<file path="src/sv/ptspm_pkg.sv">
// package for the pan-tilt servo pulse mapper
// widths, pulse constants, opcode and register codes, controller/datapath structs
// no dependencies
package ptspm_pkg;

  // fixed field widths
  localparam int unsigned ANGLE_W    = 13;
  localparam int unsigned VALUE_W    = 14;
  localparam int unsigned STEP_W     = 12;
  localparam int unsigned PULSE_W    = 12;
  localparam int unsigned OP_W       = 2;
  localparam int unsigned CFG_IDX_W  = 3;
  localparam int unsigned CFG_DATA_W = 13;

  // angle and pulse scaling
  localparam int unsigned ANGLE_FRAC_BITS = 4;
  localparam int unsigned PULSE_MIN       = 2000;
  localparam int unsigned PULSE_MAX       = 4000;
  localparam int unsigned SPAN            = PULSE_MAX - PULSE_MIN;
  localparam int unsigned HALF            = 180 << ANGLE_FRAC_BITS;

  // working widths
  localparam int unsigned SUM_W  = VALUE_W + 1;
  localparam int unsigned MAP_W  = VALUE_W + ANGLE_FRAC_BITS;
  localparam int unsigned QUO_W  = $clog2(SPAN + 1);
  localparam int unsigned PROD_W = MAP_W + QUO_W;
  localparam int unsigned DVD_W  = PROD_W + 2;
  localparam int unsigned DVS_W  = MAP_W + 1;
  localparam int unsigned CNT_W  = $clog2(QUO_W + 1);
  localparam int unsigned PCNT_W = $clog2(PULSE_MAX + 1);

  // x axis: fixed divisor 2*HALF, done as a reciprocal multiply
  // the shift keeps numerator times rounding error below 2^shift, so the floor is exact
  localparam int unsigned     X_DEN    = 2 * HALF;
  localparam int unsigned     X_NUM_W  = MAP_W + QUO_W;
  localparam int unsigned     X_RCP_SH = X_NUM_W + $clog2(X_DEN);
  localparam longint unsigned X_RCP    = ((64'd1 << X_RCP_SH) + 64'(X_DEN) - 64'd1)
                                         / 64'(X_DEN);
  localparam int unsigned     X_RCP_W  = $clog2(X_RCP + 1);
  localparam int unsigned     X_PROD_W = X_NUM_W + X_RCP_W;
  localparam int unsigned     X_QUO_W  = X_PROD_W - X_RCP_SH;

  localparam logic signed [MAP_W-1:0] HALF_S  = MAP_W'(HALF);

  // register reset values
  localparam logic signed [ANGLE_W-1:0] X_MIN_RST  = -13'sd2880;
  localparam logic signed [ANGLE_W-1:0] X_MAX_RST  = 13'sd2880;
  localparam logic signed [ANGLE_W-1:0] Y_MIN_RST  = -13'sd480;
  localparam logic signed [ANGLE_W-1:0] Y_MAX_RST  = 13'sd2880;
  localparam logic signed [ANGLE_W-1:0] X_HOME_RST = 13'sd0;
  localparam logic signed [ANGLE_W-1:0] Y_HOME_RST = 13'sd0;
  localparam logic [STEP_W-1:0]         STEP_RST   = 12'd48;

  typedef enum logic [OP_W-1:0] {
    OP_SET  = 2'd0,
    OP_MOVE = 2'd1,
    OP_HOME = 2'd2
  } opcode_e;

  typedef enum logic [CFG_IDX_W-1:0] {
    REG_X_MIN  = 3'd0,
    REG_X_MAX  = 3'd1,
    REG_Y_MIN  = 3'd2,
    REG_Y_MAX  = 3'd3,
    REG_X_HOME = 3'd4,
    REG_Y_HOME = 3'd5,
    REG_STEP   = 3'd6
  } cfg_reg_e;

  typedef struct packed {
    logic take;
    logic prep;
    logic mul;
    logic div_start;
    logic store;
    logic load_out;
  } cmd_t;

  typedef struct packed {
    logic div_busy;
    logic out_free;
  } status_t;

endpackage

</file>
<file path="src/sv/ptspm_ctrl.sv">
// controller: sequences angle update, pulse mapping and result hand-off
// depends on ptspm_pkg
module ptspm_ctrl (
  input  logic               clk_i,
  input  logic               rst_ni,
  input  logic               in_valid_i,
  output logic               in_ready_o,
  output ptspm_pkg::cmd_t    cmd_o,
  input  ptspm_pkg::status_t status_i
);
  import ptspm_pkg::*;

  typedef enum logic [2:0] {
    S_IDLE,
    S_PREP,
    S_MUL,
    S_DSTART,
    S_DWAIT,
    S_DONE
  } state_e;

  state_e state_q;

  always_ff @(posedge clk_i or negedge rst_ni) begin
    if (!rst_ni) begin
      state_q <= S_IDLE;
    end else begin
      unique case (state_q)
        S_IDLE: begin
          if (in_valid_i) begin
            state_q <= S_PREP;
          end
        end
        S_PREP:   state_q <= S_MUL;
        S_MUL:    state_q <= S_DSTART;
        S_DSTART: state_q <= S_DWAIT;
        S_DWAIT: begin
          if (!status_i.div_busy) begin
            state_q <= S_DONE;
          end
        end
        S_DONE: begin
          if (status_i.out_free) begin
            state_q <= S_IDLE;
          end
        end
        default: state_q <= S_IDLE;
      endcase
    end
  end

  assign in_ready_o      = (state_q == S_IDLE);
  assign cmd_o.take      = in_ready_o && in_valid_i;
  assign cmd_o.prep      = (state_q == S_PREP);
  assign cmd_o.mul       = (state_q == S_MUL);
  assign cmd_o.div_start = (state_q == S_DSTART);
  assign cmd_o.store     = (state_q == S_DWAIT) && !status_i.div_busy;
  assign cmd_o.load_out  = (state_q == S_DONE) && status_i.out_free;

  a_one_item: assert property (@(posedge clk_i) disable iff (!rst_ni)
    in_valid_i && in_ready_o |=> !in_ready_o)
    else $error("second item accepted while one is in work");

  a_div_runs: assert property (@(posedge clk_i) disable iff (!rst_ni)
    cmd_o.div_start |=> status_i.div_busy)
    else $error("divider did not start");

  a_back_idle: assert property (@(posedge clk_i) disable iff (!rst_ni)
    cmd_o.load_out |=> in_ready_o && !cmd_o.store)
    else $error("not idle after result hand-off");

endmodule

</file>
<file path="config.mk">
export PLATFORM = sky130hd
export DESIGN_NAME = ptspm_ctrl
export DESIGN_NICKNAME = d
export VERILOG_FILES = /design/src/sv/ptspm_pkg.sv /design/src/sv/ptspm_ctrl.sv
export SDC_FILE = /design/constraint.sdc
export NUM_CORES = 1
export LEC_CHECK = 0
export ABC_AREA = 1
export BUFFER_PORTS_ARGS = -buffer_cell sky130_fd_sc_hd__buf_4
export CORE_AREA = 2 2 39 41
export CTS_CLUSTER_DIAMETER = 40
export DETAILED_ROUTE_END_ITERATION = 10
export DIE_AREA = 0 0 41 43
export PLACE_DENSITY_LB_ADDON = 0.3
export SYNTH_ARGS = -nofsm -noshare
export SYNTH_HDL_FRONTEND = slang
export SYNTH_SLANG_ARGS = --single-unit
</file>
<file path="constraint.sdc">
create_clock -name clk_i -period 1.2 [get_ports clk_i]
set_input_delay 0.06 -clock clk_i [delete_from_list [all_inputs] [get_ports clk_i]]
set_output_delay 0.06 -clock clk_i [all_outputs]
set_load 0.05 [all_outputs]
</file>
==> impl_metrics.json, run 1 <==
{
  "outcome": "finished, violations left",
  "failed_checks": "setup timing",
  "cts.reportedPaths.clkPinSlew_ns": 0.04,
  "numClockSinks": 3,
  "dr.pass1.iters": 3,
  "critPathMaxStageDelay_ns": 0.44,
  "dieArea_um2": 1760,
  "coreArea_um2": 1380,
  "fp-row-count": 14,
  "power.density_nw_per_um2": 3090,
  "grt_max_degree": 6,
  "top_register": "state_q",
  "rsz0062_at_grt": "true",
  "grt_pass1_wl_mm": 1.10,
  "finalCoreUtilization_pct": 34.8,
  "yosysWarningCount": 0,
  "drcViolationCount": 0,
  "drtIter0Drc": 1,
  "drv_slew": 0,
  "slowest_stage": "dfrtp_2",
  "synth_nets": 35,
  "drt-vias-per-instance": 3.87,
  "yosys.area.top_type": "dfrtp_1",
  "largest_register_ffs": 3,
  "start_util_pct": 14.5,
  "fin_ws_ns": -0.0288,
  "ys.flop_type": "dfrtp_1",
  "place_congestion": 0.656,
  "crit_type": "reg -> out",
  "placed_area_um2": 360,
  "yosysUniqueCellTypes": 13,
  "fin_nets": 57,
  "cp_data_required_time_ns": 1.14,
  "worstPathCellList": "buf_6, nor3_4, buf_6",
  "synth-async-reset-ratio_pct": 100,
  "synth_top_area_share_pct": 37.5,
  "final_design_area_no_fill_um2": 482,
  "grt_use_total_pct": 9.38,
  "cts.path.max_buffers": 2,
  "hold_viol_final": 0,
  "critPathMaxFanout": 3,
  "finalSetupViolCount": 5,
  "h-tree-depth": 1,
  "startpoint_type": "register",
  "area_delta_synth_final_pct": 141,
  "p_leak_nw": 0.231,
  "fin_crit_sh_pct": 102,
  "max-slew-margin-rel_pct": 86.7,
  "root_buffer": "clkbuf_4",
  "num-fill-cells": 160,
  "synth.area.top_cells": "dfrtp_1 38%, inv_1 13%, nand2_1 9.4%, nand3_1 7.5%, nand4_1 6.3%",
  "io_buffers": 11,
  "overflow": 0,
  "drive_gt1_share_pct": 68.6,
  "worstPathArrival_ns": 1.17,
  "cp-end-kind": "output pin",
  "grt_pass1_vias": 294,
  "cap_violations": 0,
  "wl_um": 615,
  "tritoncts": "yes",
  "worstSkewPairLatency_ns": 0.23,
  "postSynthCellCount": 30,
  "antenna_cells": 0,
  "antenna_found_initial": 0,
  "synth_most_common_cell": "inv_1",
  "vias": 259,
  "hp-class": "in -> async",
  "reg.largest.list": "state_q (3)",
  "vdd_drop_max_v": 0.000757,
  "synth_area_per_cell_um2": 6.67,
  "die-width_um": 41,
  "syn_area_um2": 200,
  "finClkSkew_ns": 0.00641,
  "synth_top_cells_by_count": "7 x inv_1, 5 x nand2_1, 3 x dfrtp_1, 3 x nand3_1",
  "post_drt_wl_per_cell_um": 9.18,
  "hpwl_um": 463,
  "synth-edff-count": 0,
  "numCtsBuffers": 3,
  "fmax_ghz": 0.814,
  "synth-seq-cells": 3,
  "yosysSeqAreaShare_pct": 37.5,
  "ant_nets": 0,
  "period_needed_ns": 1.23,
  "fp.dieH_um": 43,
  "cpMostUsedCell": "buf_6",
  "tightest_slew_ns": 0.199,
  "ios": 12
}
through the flow:
| step | power (mW) | TNS, ns | std cells | hold WS, ns | worst slack, ns |
|---|---|---|---|---|---|
| after global placement | 1.06 | 0 | 58 | -0.149 | 0.124 |
| after floorplan | 0.839 | -0.140 | 30 | -0.236 | -0.138 |
| after CTS | 1.44 | -0.207 | 66 | 0.142 | -0.0411 |
| after global routing | 1.59 | -0.450 | 67 | 0.161 | -0.0979 |
| final | 1.49 | -0.0994 | 67 | 0.149 | -0.0288 |
| after detailed placement | 1.06 | 0 | 58 | -0.148 | 0.128 |
logic make-up (layout without fill, tap and decap cells):
family	count (synthesis)	count (layout)	share of synthesized area, %
simple gates	18	18	44.4
flops	3	3	37.5
compound gates	2	2	5.00
buf+inv	7	28	13.1
layout by cell type (no fill, tap or decap):
cell | netlist | layout
buf_6 | 0 | 7
nand2_2 | 0 | 2
nand2_1 | 5 | 3
dlygate4sd3_1 | 0 | 1
nand4_1 | 2 | 2
nand3_2 | 0 | 1
clkbuf_4 | 0 | 3
nor2_4 | 0 | 2
o21ai_1 | 1 | 1
and2_1 | 0 | 1
nor2_2 | 1 | 1
nand3_1 | 3 | 2
inv_4 | 0 | 2
buf_8 | 0 | 1
clkbuf_1 | 0 | 1
nor4_4 | 0 | 1
nor3_4 | 0 | 2
inv_1 | 7 | 3
buf_4 | 0 | 8
or2_1 | 1 | 1
o21ai_0 | 1 | 1
inv_2 | 0 | 2
dfrtp_2 | 0 | 3
power breakdown:
| group | total, mW | switching [mW] | internal [mW] |
|---|---|---|---|
| Combinational | 1.05 | 0.624 | 0.426 |
| Clock | 0.177 | 0.0526 | 0.125 |
| Sequential | 0.260 | 0.101 | 0.158 |
layout make-up:
type	count	area [um^2]	share of cell area (%)
multi-input cells	20	161	33.5
repair buffers	17	164	34.0
clock buffers	4	26.3	5.45
well taps	16	20.0	4.16
inverters	7	31.3	6.49
flip-flops and latches	3	78.8	16.4
timing repair:
item,4_1_cts,5_1_grt
pin swaps,3,2
hold endpoints to repair,3,0
hold buffers,1,0
buffers inserted,3,1
resized for setup,13,6
endpoints found under the setup margin,6,8
worst max-delay path: cells and delay by family, from the launching register on:
family,cells,cell delay [ns]
buffers and inverters,2,0.32
DFF,1,0.44
and+or+nand+nor,1,0.17
worst paths after layout:
kind                             start    endpoint  slack [ns]  cells past startpoint
min in group clk_i         status_i[1]  state_q[0]        0.18                      4
max                         state_q[2]    cmd_o[3]       -0.03                      3
min                             rst_ni  state_q[2]        0.15                      2
max in group asynchronous       rst_ni  state_q[0]        0.94                      2
max reg2reg                 state_q[2]  state_q[2]        0.09                      5
min reg2reg                 state_q[0]  state_q[0]        0.70                      3
layer usage:
| metal | global-route usage [%] | up-vias | wire length [um] |
|---|---|---|---|
| met4 | 6.00 | 0 | 0 |
| met3 | 1.57 | 0 | 19 |
| met5 | 0 | - | 0 |
| li1 | - | 138 | - |
| met2 | 15.0 | 3 | 370 |
| met1 | 10.8 | 118 | 225 |
No activity file was read; power rests on OpenSTA's default activity.
==> run 2: changes to the inputs <==
==> constraint.sdc (replaced) <==
create_clock -name clk_i -period 1.2 [get_ports clk_i]
set_input_delay 0.06 -clock clk_i [delete_from_list [all_inputs] [get_ports clk_i]]
set_output_delay 0.06 -clock clk_i [all_outputs]
set_load 0.005 [all_outputs]
==> run 2 against run 1 <==
Against the previous run: worst hold slack gained 0.0045 ns; sequential share of layout area grew 2.6 points; flip-flop and latch count is the same; utilization shrank 5.2 points; first-iteration DRC count shrank 100%; fmax grew 4.6%; register-to-register slack gained 0.02 ns; global-route usage shrank 2.0 points; clock power is essentially flat; highest routed layer unchanged; via count grew 2.3%; the run now ends clean; cell count shrank 1.5%; total power shrank 35%.
==> impl_metrics.json, run 2 (same netlist as run 1, synthesis figures left out) <==
{
  "largest_register_ffs": 3,
  "fin_setup_tns_ns": 0,
  "hp-class": "in -> async",
  "power.density_nw_per_um2": 2370,
  "grt_pass1_wl_um": 821,
  "rsz0062_at_grt": "true",
  "antenna_found_initial": 0,
  "area_delta_synth_final_pct": 104,
  "instances_no_fill": 66,
  "p_leak_nw": 0.217,
  "num-fill-cells": 160,
  "dp.cells": 57,
  "place_congestion": 0.593,
  "top_register": "state_q",
  "vdd_drop_max_v": 0.000401,
  "vias": 265,
  "cp-end-kind": "output pin",
  "r2r_end": "state_q[2]",
  "wl_um": 571,
  "final_common_cell": "buf_4",
  "cp_data_required_time_ns": 1.14,
  "finalCoreUtilization_pct": 29.6,
  "drv_slew": 0,
  "drt-vias-per-instance": 4.02,
  "startpoint_type": "register",
  "tightest_slew_ns": 0.200,
  "r2r_slack_ns": 0.11,
  "fin_nets": 56,
  "numClockSinks": 3,
  "finClkSkew_ns": 0.000565,
  "worstSkewPairLatency_ns": 0.23,
  "cap_violations": 0,
  "io_buffers": 11,
  "start_util_pct": 14.5,
  "ant_nets": 0,
  "h-tree-depth": 1,
  "critPathMaxFanout": 3,
  "rr_startpoint": "state_q[1]",
  "hpwl_um": 388,
  "coreArea_um2": 1380,
  "reg2regPathDepth": 5,
  "post_drt_wl_per_cell_um": 8.65,
  "max-slew-margin-rel_pct": 86.5,
  "ios": 12,
  "dr.pass1.iters": 1,
  "root_buffer": "clkbuf_4",
  "final_design_area_no_fill_um2": 409,
  "grt_pass1_vias": 225,
  "cts.reportedPaths.clkPinSlew_ns": 0.04,
  "overflow": 0,
  "cts.path.max_buffers": 2,
  "dieArea_um2": 1760,
  "fp-row-count": 14,
  "reg.largest.list": "state_q (3)",
  "numCtsBuffers": 3,
  "final_cell_mix": "15 x buf_4, 5 x inv_1, 3 x nand3_1, 3 x nand2_1, 3 x clkbuf_4",
  "drive_gt1_share_pct": 60.0,
  "antenna_cells": 0,
  "finalSetupViolCount": 0,
  "outcome": "finished clean",
  "fmax_ghz": 0.851,
  "period_needed_ns": 1.17,
  "placed_area_um2": 303,
  "worstPathArrival_ns": 1.11,
  "die-width_um": 41,
  "tritoncts": "yes",
  "grt_max_degree": 6,
  "fp.dieH_um": 43,
  "hold_viol_final": 0,
  "drcViolationCount": 0,
  "grt_use_total_pct": 7.43,
  "fin_crit_sh_pct": 97.9,
  "crit_type": "reg -> out",
  "drtIter0Drc": 0
}
-- run 2: power by group --
part / internal, mW / switching, mW / leakage, nW / total (mW)
registers: 0.156 / 0.0746 / 0.0352 / 0.231
logic: 0.293 / 0.270 / 0.167 / 0.563
clock network: 0.125 / 0.0527 / 0.0150 / 0.177
total: 0.574 / 0.398 / 0.217 / 0.971
-- run 2: layout make-up --
class | instances | area (um^2) | area share [%]
Multi-Input combinational cell | 20 | 136 | 33.3
Timing Repair Buffer | 16 | 123 | 30.0
Sequential cell | 3 | 77.6 | 19.0
Clock buffer | 4 | 26.3 | 6.42
Inverter | 7 | 26.3 | 6.42
Tap cell | 16 | 20.0 | 4.89
-- run 2: metal layers --
layer	vias to the layer above	wire length, um	global-route usage [%]
met1	125	225	7.72
met2	3	335	10.0
met5	-	0	0
met3	0	10	0
li1	137	-	-
met4	0	0	12.0
-- run 2: what timing repair did --
| item | 4_1_cts | 5_1_grt |
|---|---|---|
| pin swaps | 0 | 4 |
| resized for setup | 0 | 13 |
| cloned | 0 | 0 |
| hold buffers | 1 | 0 |
| setup buffers | 2 | 2 |
| endpoints found under the setup margin | 2 | 7 |
| hold endpoints to repair | 3 | 0 |
-- run 2: per-stage QoR --
| step | hold slack [ns] | power [mW] | worst slack (ns) |
|---|---|---|---|
| 3_5_place_dp | -0.148 | 0.595 | 0.178 |
| 2_1_floorplan | -0.236 | 0.418 | 0.265 |
| 6_report | 0.154 | 0.971 | 0.0254 |
| 4_1_cts | 0.145 | 0.817 | -0.00392 |
| 3_3_place_gp | -0.149 | 0.601 | 0.184 |
| 5_1_grt | 0.157 | 1.07 | -0.0563 |
-- run 2: worst max-delay path, cell delays in order, from the launching register on --
cell,delay [ns]
dfrtp_1,0.40
buf_4,0.16
nor3_2,0.19
buf_4,0.14
-- run 2: worst max-delay path by stage --
stage,start,end,cells past startpoint
floorplan,state_q[0],state_q[2],4
CTS,state_q[0],cmd_o[1],4
global placement,state_q[2],cmd_o[0],3
detailed placement,state_q[2],cmd_o[0],3
finish,state_q[2],cmd_o[3],3
global route,state_q[2],cmd_o[3],3
==> run 3: changes to the inputs <==
==> constraint.sdc (replaced) <==
create_clock -name clk_i -period 1.4 [get_ports clk_i]
set_input_delay 0.07 -clock clk_i [delete_from_list [all_inputs] [get_ports clk_i]]
set_output_delay 0.07 -clock clk_i [all_outputs]
set_load 0.005 [all_outputs]
==> run 3 against run 2 <==
Against the previous run: flip-flop and latch count stayed put; worst hold slack improved by 0.0061 ns; clock power down 12%; critical path depth is the same; critical path type unchanged.
==> impl_metrics.json, run 3 (same netlist as run 1, synthesis figures left out) <==
{
  "outcome": "finished clean",
  "drt-vias-per-instance": 4.00,
  "period_needed_ns": 1.27,
  "rsz0062_at_grt": "false",
  "tightest_slew_ns": 0.236,
  "antenna_cells": 0,
  "die-width_um": 41,
  "rr_startpoint": "state_q[0]",
  "vdd_drop_max_v": 0.000324,
  "h-tree-depth": 1,
  "wl_um": 472,
  "drv_slew": 0,
  "r2r_slack_ns": 0.39,
  "top_register": "state_q",
  "start_util_pct": 14.5,
  "post_cts_buffers": 0,
  "cp_data_required_time_ns": 1.33,
  "startpoint_type": "register",
  "drive_gt1_share_pct": 32.6,
  "place_congestion": 0.600,
  "final_common_cell": "buf_4",
  "numClockSinks": 3,
  "fp.dieH_um": 43,
  "max-slew-margin-rel_pct": 84.1,
  "fp-row-count": 14,
  "pwr-share-comb_pct": 49.0,
  "ant_nets": 0,
  "dr.pass1.iters": 4,
  "vias": 248,
  "io_buffers": 11,
  "fin_ws_ns": 0.125,
  "largest_register_ffs": 3,
  "cap_violations": 0,
  "ios": 12,
  "grt_pass1_wl_um": 683,
  "cp-end-kind": "output pin",
  "cts.reportedPaths.clkPinSlew_ns": 0.04,
  "fin_nets": 52,
  "seq_power_share_pct": 27.4,
  "final_cell_mix": "11 x buf_4, 7 x inv_1, 5 x nand2_1",
  "hold_viol_final": 0,
  "dieArea_um2": 1760,
  "worstPathArrival_ns": 1.20,
  "hp-class": "in -> async",
  "pwr-share-clk_pct": 23.6,
  "worstSkewPairLatency_ns": 0.24,
  "antenna_found_initial": 0,
  "dp_worst_setup_slack_ns": 0.382,
  "tritoncts": "yes",
  "post_drt_wl_per_cell_um": 7.61,
  "p_total_uw": 662,
  "grt_pass1_vias": 197,
  "fin_setup_tns_ns": 0,
  "area_delta_synth_final_pct": 69.4,
  "fin_crit_sh_pct": 91.0,
  "reg.largest.list": "state_q (3)",
  "cts_resized": 0,
  "numCtsBuffers": 3,
  "p_leak_nw": 0.195,
  "grt_use_total_pct": 6.42,
  "switching_power_uw": 261,
  "grt_max_degree": 7,
  "cts.path.max_buffers": 2,
  "root_buffer": "clkbuf_4",
  "drtIter0Drc": 1,
  "finalSetupViolCount": 0,
  "drcViolationCount": 0,
  "hpwl_um": 384,
  "finClkSkew_ns": 0.00363,
  "coreArea_um2": 1380,
  "critPathMaxFanout": 6,
  "p_int_uw": 401,
  "fmax_ghz": 0.785,
  "crit_type": "reg -> out",
  "p_sw_share_pct": 39.5,
  "critPathLaunch": "state_q[2]",
  "overflow": 0,
  "power.density_nw_per_um2": 1950
}
[run 3: cell count changes in the layout (fill, tap and decap cells not counted), sizes merged]
cell  previous run  this run
buf             15        11
[run 3: cell type report]
| type | count | area (um^2) |
|---|---|---|
| Clock buffer | 4 | 26.3 |
| Fill cell | 154 | 1040 |
| Inverter | 7 | 26.3 |
| Multi-Input combinational cell | 20 | 98.8 |
| Sequential cell | 3 | 75.1 |
| Tap cell | 16 | 20.0 |
| Timing Repair Buffer | 12 | 92.6 |
[run 3: layer usage]
layer	vias up	track usage (%)	wire length, um	part of all wire [%]
li1	127	-	-	-
met1	116	6.73	185	39
met2	5	7.81	261	55
met3	0	0	25	5.3
met4	0	12.0	0	0
met5	-	0	0	0
[run 3: critical path: stages, from the launching register on]
cell and delay (ns):
dfrtp_1 0.42, inv_1 0.12, nor4_1 0.28, buf_4 0.16
[run 3: repair_timing]
item / 4_1_cts / 5_1_grt
hold buffers: 1 / 0
endpoints found under the hold margin: 3 / 0
endpoints found under the setup margin: 0 / 0
[run 3: power groups by stage]
stage / sequential (mW) / clock, mW / combinational, mW
after floorplan: 0.172 / 0 / 0.186
after global placement: 0.186 / 0 / 0.329
after detailed placement: 0.182 / 0 / 0.327
after CTS: 0.182 / 0.160 / 0.330
after global routing: 0.192 / 0.168 / 0.372
final: 0.181 / 0.156 / 0.324
[run 3: final timing paths]
check,endpoint,depth (start not counted)
hold / removal,state_q[0],2
setup reg to reg,state_q[2],4
hold reg to reg,state_q[0],2
min in group clk_i,state_q[0],4
max in group asynchronous,state_q[1],2
setup / recovery,cmd_o[0],3
[run 3: through the flow]
stage               area [um^2]  cells  utilization, %  hold slack [ns]
floorplan                   200     30               -           -0.226
finish                      339     62            24.5            0.160
global route                339     62            24.5            0.169
global placement            303     57            21.9           -0.138
CTS                         339     62            24.5            0.155
detailed placement          303     57            21.9           -0.138
